File: src/rtl/macs_cell.sv
module macs_cell #(
  parameter int IDX = 0,
  parameter int IW  = 8,
  parameter int W   = 32
) (
  input  logic          clk_i,
  input  logic          shift_i,
  input  logic [IW-1:0] start_s_i,
  input  logic [IW-1:0] start_l_i,
  input  logic [W-1:0]  price_i,
  input  logic [W-1:0]  prev_s_i,
  input  logic [W-1:0]  prev_l_i,
  output logic [W-1:0]  tap_s_o,
  output logic [W-1:0]  tap_l_o
);

  localparam logic [IW-1:0] MY_IDX = IW'(IDX);

  logic [W-1:0] s_q, s_d;
  logic [W-1:0] l_q, l_d;

  // a window's newest sample enters at its start cell
  assign s_d = (start_s_i == MY_IDX) ? price_i : prev_s_i;
  assign l_d = (start_l_i == MY_IDX) ? price_i : prev_l_i;

  always_ff @(posedge clk_i) begin
    if (shift_i) begin
      s_q <= s_d;
      l_q <= l_d;
    end
  end

  assign tap_s_o = s_q;
  assign tap_l_o = l_q;

endmodule

File: config.mk
export PLATFORM = sky130hd
export DESIGN_NAME = macs_cell
export DESIGN_NICKNAME = d
export VERILOG_FILES = /design/src/rtl/macs_cell.sv
export SDC_FILE = /design/constraint.sdc
export NUM_CORES = 1
export LEC_CHECK = 0
export ABC_AREA = 1
export CAP_MARGIN = 20
export CORE_UTILIZATION = 59
export CTS_BUF_LIST = sky130_fd_sc_hd__clkbuf_8
export DETAILED_ROUTE_END_ITERATION = 8
export DONT_BUFFER_PORTS = 1
export PLACE_DENSITY = 0.84
export SLEW_MARGIN = 10
export SYNTH_ARGS = -nofsm -noshare
export SYNTH_HDL_FRONTEND = slang
export SYNTH_SLANG_ARGS = --single-unit
File: constraint.sdc
create_clock -name clk_i -period 0.9 [get_ports clk_i]
set_input_delay 0.09 -clock clk_i [delete_from_list [all_inputs] [get_ports clk_i]]
set_output_delay 0.09 -clock clk_i [all_outputs]
set_load 0.1 [all_outputs]
==> results of run 1 <==
## kinds of logic after synthesis
family / count (synthesis) / synth area share (%)
buffers and inverters: 18 / 4.30
AND/OR/NAND/NOR: 142 / 20.1
AO/OA/AOI/OAI: 64 / 10.8
flip-flops: 64 / 64.8
## synth_stat cells
library cell    n
buf_2           6
buf_6           6
clkbuf_2        6
edfxtp_1       64
nand2_1       128
nand2_2         2
nand2_4         2
nor2_1          4
nor2_2          4
nor2_8          2
o21ai_0         4
o21ai_1        60
## through the flow
step                      TNS (ns)  hold slack [ns]  instance area (um^2)  setup WS (ns)  cells
after global placement       -3.60            0.208                  4420         -0.117    414
after floorplan              -6.02            0.202                  3080        -0.0940    288
after detailed placement     -7.63            0.206                  4420         -0.196    414
==> results.md, run 1 <==
- Status: did not finish
- Exit stage: clock tree synthesis
- Run Error: [ERROR DPL-0038] Utilization greater than 100%, impossible to legalize
- Post CTS Setup Buffer Count: 0
- Synth Area per Inst: 10.3 um^2
- Ranking of synthesized cells by area: edfxtp_1, nand2_1, o21ai_1, buf_6, nor2_8
- Number of I/O pins: roughly 180
- Area leader, netlist: edfxtp_1
- Die Y: 72.9 um
- Die X: 72.9 um
- Clk root buf: clkbuf_8
- Mapped Cells: 288
- Post-cts sizing count: 1
- Initial Utilization: roughly 62%
- Hold buffer count at CTS: 76
- Clk sink count: 64
- Register area share after synthesis: 64.8%
- Yosys top cell area share: between 60% and 70%
- Max clock buf depth: 2
- Synth Net Count: 402
- Seq cells post-synth: 64
- Hpwl dp: approximately 7 mm
- Count of different cell masters after synthesis: 12
- Syn Std Cell Area: 0.00297 mm^2
- Synth Warn #: 0
- Placer Congestion: a little over 0.8
- CTS buffer count: 9
- Port bufs: 0
- CTS H-tree depth: 3
- Site Rows: 25
==> inputs of run 2 (changes only) <==
CORE_UTILIZATION = 40   (was 59)
CTS_BUF_LIST = not set   (was sky130_fd_sc_hd__clkbuf_8)
PLACE_DENSITY = not set   (was 0.84)
PLACE_DENSITY_LB_ADDON = 0.15   (was not set)
clock period = 1.2 ns   (was 0.9 ns; I/O delays follow)
==> run 2 against run 1 <==
Compared with the run above: synthesized area is the same; synthesized cell count is the same; the flow now finishes, with violations (negative hold slack).
==> results.md, run 2 <==
- Area of the multi-input gates: 916 um^2
- Yosys top cell area share: 64.8%
- Post-layout util: around 65%
- Hold EP: tap_s_o[4]
- Placed insts: 444
- Max clock buf depth: 2
- Mapped Cells: 288
- Worst hold path class: input pin to flop
- Site Rows: 31
- RSZ-0062 raised after global routing: no
- Highest clock rate: 909 MHz
- Worst slack, placed: between 0.04 and 0.05 ns
- Crit path time final: 1.10 ns
- Placer Congestion: ~0.85
- Slowest stage delay, CP: 0.35 ns
- Post CTS Setup Buffer Count: 0
- Final setup viols: 0
- Share of layout cells above drive strength 1: between 20% and 30%
- Hold buffer count at CTS: 93
- Worst vdd ir: approximately 0.66 mV
- CP endpoint kind: output port
- CTS H-tree depth: 3
- EDFF count, synth: 64
- Min-delay src: shift_i
- Clk root buf: clkbuf_8
- Async SR Flop Fraction: 0%
- CTS tree: built
- Core area: 0.00721 mm^2
- Die area: around 0.0078 mm^2
- Largest net degree at the start of global routing: 65
- Register area share after synthesis: between 60 and 70%
- Static leakage: 1.91 nW
- Die Y: slightly below 90 um
- Worst-path clk slew: 0.07 ns
- Total gr overflow: 0
- Slew Viols, Final: 0
- Non-Filler Instances: around 550
- Synth Warn #: 0
- Final wirelength: 8.80 mm
- Wire per inst: between 15 and 20 um
- Setup CP Type: flop to output port
- DRT iter0 DRCs: 138
- Storage element area: between 0.0015 and 0.002 mm^2
- Count of different cell masters after synthesis: 12
- Most numerous cell in the Yosys netlist: nand2_1
- Number of I/O pins: 178
- Synth Area per Inst: a little over 10 um^2
- Pre-antenna DRT Iters: 4
- WHS Path Cells: 0
- DRC: 0
- Final nets: 563
- Area leader, netlist: edfxtp_1
- Hold Worst Slack: -0.116 ns
- Ranking of synthesized cells by area: edfxtp_1, nand2_1, o21ai_1, buf_6, nor2_8
- PwrDens: 1330 mW/mm^2
- Post-cts sizing count: 0
- Gr usage total: 22.5%
- Crit path launch type: flop
- Clk sink count: 64
- Fin worst setup slack: 0.100 ns
- Fill count: approximately 600
- Post-synth top cells: nand2_1, edfxtp_1, o21ai_1
- WP buf/inv: 1
- Commonest cells after routing, fill and taps aside: nand2_1, dlygate4sd3_1, buf_4
- Synth-to-Final Area Change: 58.3%
- Commonest non-fill, non-tap cell in the layout: nand2_1
- Cell family with most CP delay: flip-flops
- Initial antenna violation count: 0
- Vias/cell: 5.02
- CTS buffer count: 9
- Worst-Margin Slew: 0.295 ns
- Ys flop type: edfxtp_1
- Initial Utilization: 41.1%
- Port bufs: 0
- Seq cells post-synth: 64
- Relative slew slack: 80.5%
- Status: finished, violations left
- Post-route ant nets: 0
- ANT cells: 0
- Critical path arrival: 0.98 ns
- Syn Std Cell Area: 0.00297 mm^2
- Die X: ~88 um
- Synth Net Count: 402
- Max-Cap Viols: 0
- Via count: 2771
- Crit-path slowest cell: edfxtp_1
- Crit path depth: 1
- Number of global-route vias before repair: 2750
- Crit-path max FO: 1
- Hpwl dp: between 5 and 6 mm
- First-pass GRT wire length: 12.8 mm
- Final Hold Violating Endpoints: 64
- Failing checks: negative hold slack
- Worst path cell trace: buf_4
- Ratio of final minimum period to clock period: slightly above 90%
- Setup TNS Final: 0 ns
- Worst Path Required: 1.08 ns
-- run 2: cell counts after synthesis --
Identical to the previous run, type by type.
-- run 2: logic make-up after synthesis --
family | share of synthesized area, %
AND/OR/NAND/NOR | 20.1
flip-flops | 64.8
AO/OA/AOI/OAI | 10.8
buffers and inverters | 4.30
-- run 2: routing by layer --
layer  global-route usage, %  part of all wire, %  vias up
li1                        -                    -     1310
met1                    25.8                   38     1278
met2                    40.5                   51      164
met3                    4.43                  8.5       19
met4                    10.6                  2.4        0
met5                       0                    0        -
-- run 2: power by group --
part | total, W | switching, W | internal (W)
sequential | 0.00271 | 0.0000517 | 0.00266
clock | 0.00150 | 0.000794 | 0.000708
combinational | 0.00201 | 0.00152 | 0.000486
-- run 2: cell type report --
cell class	instances	area share, %
clock buffer	9	2.64
clock inverter	6	0.586
multi-input combinational	206	19.5
sequential	64	40.9
tap	99	2.64
timing repair buffer	168	33.7
-- run 2: per-stage QoR --
| step | area [um^2] | total power [W] | hold WS (ns) |
|---|---|---|---|
| global route | 4690 | 0.00640 | -0.129 |
| global placement | 3610 | 0.00448 | 0.238 |
| CTS | 4690 | 0.00624 | -0.125 |
| floorplan | 2970 | 0.00418 | 0.232 |
| detailed placement | 3610 | 0.00449 | 0.237 |
| finish | 4690 | 0.00622 | -0.116 |
-- run 2: worst max-delay path by stage --
stage / slack, ns / startpoint / to
2_1_floorplan: 0.18 / tap_l_o[0] / tap_l_o[0]
3_3_place_gp: 0.12 / start_l_i[4] / tap_l_o[5]
3_5_place_dp: 0.04 / start_l_i[4] / tap_l_o[30]
4_1_cts: 0.08 / tap_s_o[3] / tap_s_o[3]
5_1_grt: 0.06 / tap_s_o[2] / tap_s_o[2]
6_report: 0.10 / tap_l_o[9] / tap_l_o[9]
Note: power is estimated with default switching activity, not from simulation.
==> inputs of run 3 (changes only) <==
CORE_UTILIZATION = 45   (was 40)
==> run 3 against run 2 <==
Compared with the run above: the flow still finishes with violations (negative hold slack); power grew 0.27%; clock power about the same; largest power group unchanged; flip-flop and latch count did not move; global-route usage up 3.4 points; sequential power about the same; first-iteration DRC count increased by 57%; routed wire length is 2.0% higher; design area is 0.88% lower; worst hold slack gained 0.015 ns; critical endpoint is now tap_s_o[16]; critical path depth is the same; combinational power hardly changed; sequential share of layout area is 0.36 points higher.
==> results.md, run 3 (synthesis gave the netlist of run 2 again) <==
- Status: finished, violations left
- Failing checks: negative hold slack
- Final nets: 567
- Commonest non-fill, non-tap cell in the layout: nand2_1
- Crit path launch type: flop
- Total gr overflow: 0
- Static leakage: approximately 1.9 nW
- Worst slack, placed: between 0.05 and 0.06 ns
- Max clock buf depth: 2
- Ratio of final minimum period to clock period: approximately nine tenths
- Worst Path Required: 1.08 ns
- Slew Viols, Final: 0
- Gr usage total: 25.9%
- First-pass GRT wire length: about 14 mm
- Cell family with most CP delay: flip-flops
- Hpwl dp: 5.30 mm
- Pre-antenna DRT Iters: 4
- Critical path arrival: 0.97 ns
- Die X: 83.2 um
- Final setup viols: 0
- Setup CP Type: flop to output port
- Max-Cap Viols: 0
- PwrDens: about 1300 mW/mm^2
- DRC: 0
- Initial Utilization: 46.7%
- Site Rows: 29
- Post-route ant nets: 0
- Die area: 0.00692 mm^2
- WP buf/inv: 1
- DRT iter0 DRCs: roughly 220
- CTS tree: built
- Share of layout cells above drive strength 1: between 20 and 25%
- Crit path time final: between 1 and 1.5 ns
- Placer Congestion: 0.789
- Clk root buf: clkbuf_8
- Number of I/O pins: 178
- Slowest stage delay, CP: 0.35 ns
- Number of global-route vias before repair: 2858
- Worst-Margin Slew: 0.307 ns
- Highest clock rate: roughly 900 MHz
- Final wirelength: about 9.0 mm
- Hold Worst Slack: -0.101 ns
- Relative slew slack: 79.5%
- Final Hold Violating Endpoints: 64
- Synth-to-Final Area Change: 56.9%
- Crit-path slowest cell: edfxtp_1
- CTS buffer count: 9
- Worst path cell trace: buf_4
- RSZ-0062 raised after global routing: no
- Initial antenna violation count: 0
- Worst-path clk slew: around 0.070 ns
- Largest net degree at the start of global routing: 65
- Post-cts sizing count: 0
- CTS H-tree depth: 3
- Worst hold path class: input pin to flop
- Fin worst setup slack: 0.110 ns
- Core area: between 0.006 and 0.007 mm^2
- Clk sink count: between 60 and 70
- Crit-path max FO: 1
- Via count: 2760
- Wire per inst: 16.8 um
- Vias/cell: 5.16
- ANT cells: 0
- Setup TNS Final: 0 ns
- Commonest cells after routing, fill and taps aside: nand2_1, dlygate4sd3_1, buf_4
- Worst vdd ir: 0.920 mV
- CP endpoint kind: output port
- Die Y: around 83 um
- Port bufs: 0
## run 3: final timing paths
kind	start	slack, ns	depth (start not counted)	end
max	tap_s_o[16]	0.11	1	tap_s_o[16]
min	shift_i	-0.10	0	tap_l_o[17]
## run 3: power by group
part | switching [W] | total [W] | internal, W
clock | 0.000787 | 0.00152 | 0.000730
sequential | 0.0000529 | 0.00271 | 0.00266
combinational | 0.00153 | 0.00201 | 0.000484
total | 0.00237 | 0.00624 | 0.00387
## run 3: cell type report
| cell class | instances | area, um^2 |
|---|---|---|
| flip-flops and latches | 64 | 1920 |
| fillers | 450 | 1700 |
| clock inverters | 5 | 23.8 |
| repair buffers | 172 | 1560 |
| multi-input cells | 206 | 916 |
| clock buffers | 11 | 131 |
| well taps | 77 | 96.3 |
## run 3: per-stage QoR
stage,std cells,area (um^2),utilization [%],power [W]
finish,535,4650,73.3,0.00624
CTS,533,4630,73.0,0.00624
detailed placement,425,3560,56.0,0.00449
global route,535,4650,73.3,0.00642
floorplan,288,2970,-,0.00418
global placement,425,3560,56.0,0.00448
## run 3: timing repair
item,in CTS,in global routing
hold buffers,92,2
hold endpoints to repair,127,65
buffers inserted,0,0
## run 3: layer usage
metal  up-vias  GRT usage, %  share of wire [%]  wire [um]
met5         -             0                  0          0
met2       135          45.7                 53       4780
met4         0          11.4                1.9        169
met3        15          6.96                8.1        723
met1      1290          29.5                 37       3300
li1       1320             -                  -          -
==> inputs of run 4 (changes only) <==
--- a/constraint.sdc
+++ b/constraint.sdc
@@ -3,2 +3,2 @@
 set_output_delay 0.12 -clock clk_i [all_outputs]
-set_load 0.1 [all_outputs]
+set_load 0.005 [all_outputs]
==> run 4 against run 3 <==
Compared with the run above: flip-flop and latch count is the same; the run still ends with negative hold slack left; die area stayed put; highest routed layer unchanged; worst setup slack improved by 0.22 ns; largest power group unchanged; first-iteration DRC count down 19%.
==> results.md, run 4 (synthesis gave the netlist of run 2 again) <==
- Setup CP Type: flop to output port
- Clock network fraction of design power: 37.2%
- Total Power: 0.00512 W
- First-pass GRT wire length: 12.7 mm
- Area of placed instances: 0.00306 mm^2
- Die X: 83.2 um
- Final Hold Violating Endpoints: 64
- Worst-Margin Slew: between 0.2 and 0.25 ns
- Final nets: around 500
- Setup TNS Final: 0 ns
- Post-cts sizing count: 0
- Site Rows: 29
- WHS Path Cells: 0
- Fill count: 490
- Crit-path max FO: 1
- PwrDens: approximately 1200 mW/mm^2
- CTS buffer count: 9
- Relative slew slack: 84.4%
- Final setup viols: 0
- Max clock buf depth: 2
- Worst hold path class: input pin to flop
- Clk root buf: clkbuf_8
- Ratio of final minimum period to clock period: just over 70%
- ANT cells: 0
- Worst-path clk slew: 0.07 ns
- Largest net degree at the start of global routing: 65
- Combinational Power Share: 8.7%
- CP endpoint kind: output port
- Core area: 0.00635 mm^2
- Hold EP: tap_l_o[17]
- Worst vdd ir: just under 0.8 mV
- Via count: 2499
- Clk sink count: 64
- Design area: 0.00418 mm^2
- Worst Path Required: 1.08 ns
- CTS tree: built
- Post CTS Setup Buffer Count: 0
- Number of I/O pins: 178
- Sequential share of power: ~54%
- Port bufs: 0
- Pint: 0.00408 W
- Post-route ant nets: 0
- Crit path time final: 0.872 ns
- Max-Cap Viols: 0
- Initial antenna violation count: 0
- Failing checks: negative hold slack
- Commonest non-fill, non-tap cell in the layout: nand2_1
- Highest clock rate: around 1100 MHz
- Hold Worst Slack: -0.0945 ns
- Final wirelength: 8.18 mm
- Synth-to-Final Area Change: 41.0%
- Static leakage: about 1.6 nW
- Status: finished, violations left
- Vias/cell: 5.39
- Fin worst setup slack: 0.328 ns
- Placer Congestion: between 0.7 and 0.8
- Gr usage total: 24.3%
- Commonest cells after routing, fill and taps aside: nand2_1, dlygate4sd3_1, edfxtp_1
- Hpwl dp: 4.76 mm
- DRT iter0 DRCs: approximately 180
- Min-delay src: shift_i
- Slew Viols, Final: 0
- DRC: 0
- Share of layout cells above drive strength 1: 8.27%
- Non-Filler Instances: 464
- Number of global-route vias before repair: 2544
- CTS H-tree depth: 3
- Die area: 0.00692 mm^2
- Placed insts: 357
- Hold buffer count at CTS: 92
- Sw Pwr: 0.00104 W
- Pre-antenna DRT Iters: 5
- Worst slack, placed: about 0.07 ns
- Die Y: 83.2 um
- Total gr overflow: 0
- Crit path launch type: flop
- Critical path arrival: 0.75 ns
- Switching Fraction: 20.4%
- RSZ-0062 raised after global routing: no
- Initial Utilization: 46.7%
- Wire per inst: 17.6 um
==> run 4: cell types whose count changed in the layout (fill, tap and decap cells not counted) <==
cell           change
buf_4             -69
clkinv_2           -3
bufinv_16          +2
dlygate4sd3_1      -2
buf_12             +1
clkbuf_1           -1
clkinv_1           +1
==> run 4: stage by stage <==
stage	hold slack [ns]	utilization, %
global placement	0.236	48.2
CTS	-0.117	65.8
floorplan	0.232	-
detailed placement	0.236	48.2
finish	-0.0945	65.8
global route	-0.119	65.8
==> run 4: how the worst max path moves through the flow <==
| stage | startpoint | depth (start not counted) | to | slack [ns] |
|---|---|---|---|---|
| finish | tap_l_o[26] | 0 | tap_l_o[26] | 0.33 |
| global route | tap_l_o[26] | 0 | tap_l_o[26] | 0.30 |
| CTS | tap_l_o[26] | 0 | tap_l_o[26] | 0.31 |
| detailed placement | start_l_i[5] | 5 | tap_l_o[1] | 0.07 |
| global placement | start_l_i[5] | 5 | tap_l_o[30] | 0.11 |
| floorplan | start_l_i[5] | 5 | tap_l_o[0] | 0.25 |
==> run 4: power groups by stage <==
stage | clock (W) | sequential [W] | combinational (W)
4_1_cts | 0.00196 | 0.00277 | 0.000436
3_3_place_gp | 0 | 0.00282 | 0.000170
3_5_place_dp | 0 | 0.00281 | 0.000179
6_report | 0.00190 | 0.00277 | 0.000446
5_1_grt | 0.00207 | 0.00278 | 0.000486
2_1_floorplan | 0 | 0.00278 | 0.000139
==> run 4: layout make-up <==
| type | count | area [um^2] | share of cell area, % |
|---|---|---|---|
| clock inverter | 5 | 72.6 | 1.74 |
| clock buffer | 10 | 128 | 3.05 |
| multi-input combinational | 206 | 916 | 21.9 |
| timing repair buffer | 102 | 1050 | 25.0 |
| tap | 77 | 96.3 | 2.30 |
| sequential | 64 | 1920 | 46.0 |
==> run 4: routing by layer <==
metal  track usage, %  vias to the layer above  wire length (um)
met5                0                        -                 0
met4             14.1                        0               259
met3             5.77                       23               646
met2             41.6                      144              4140
met1             27.7                     1162              3140
li1                 -                     1170                 -
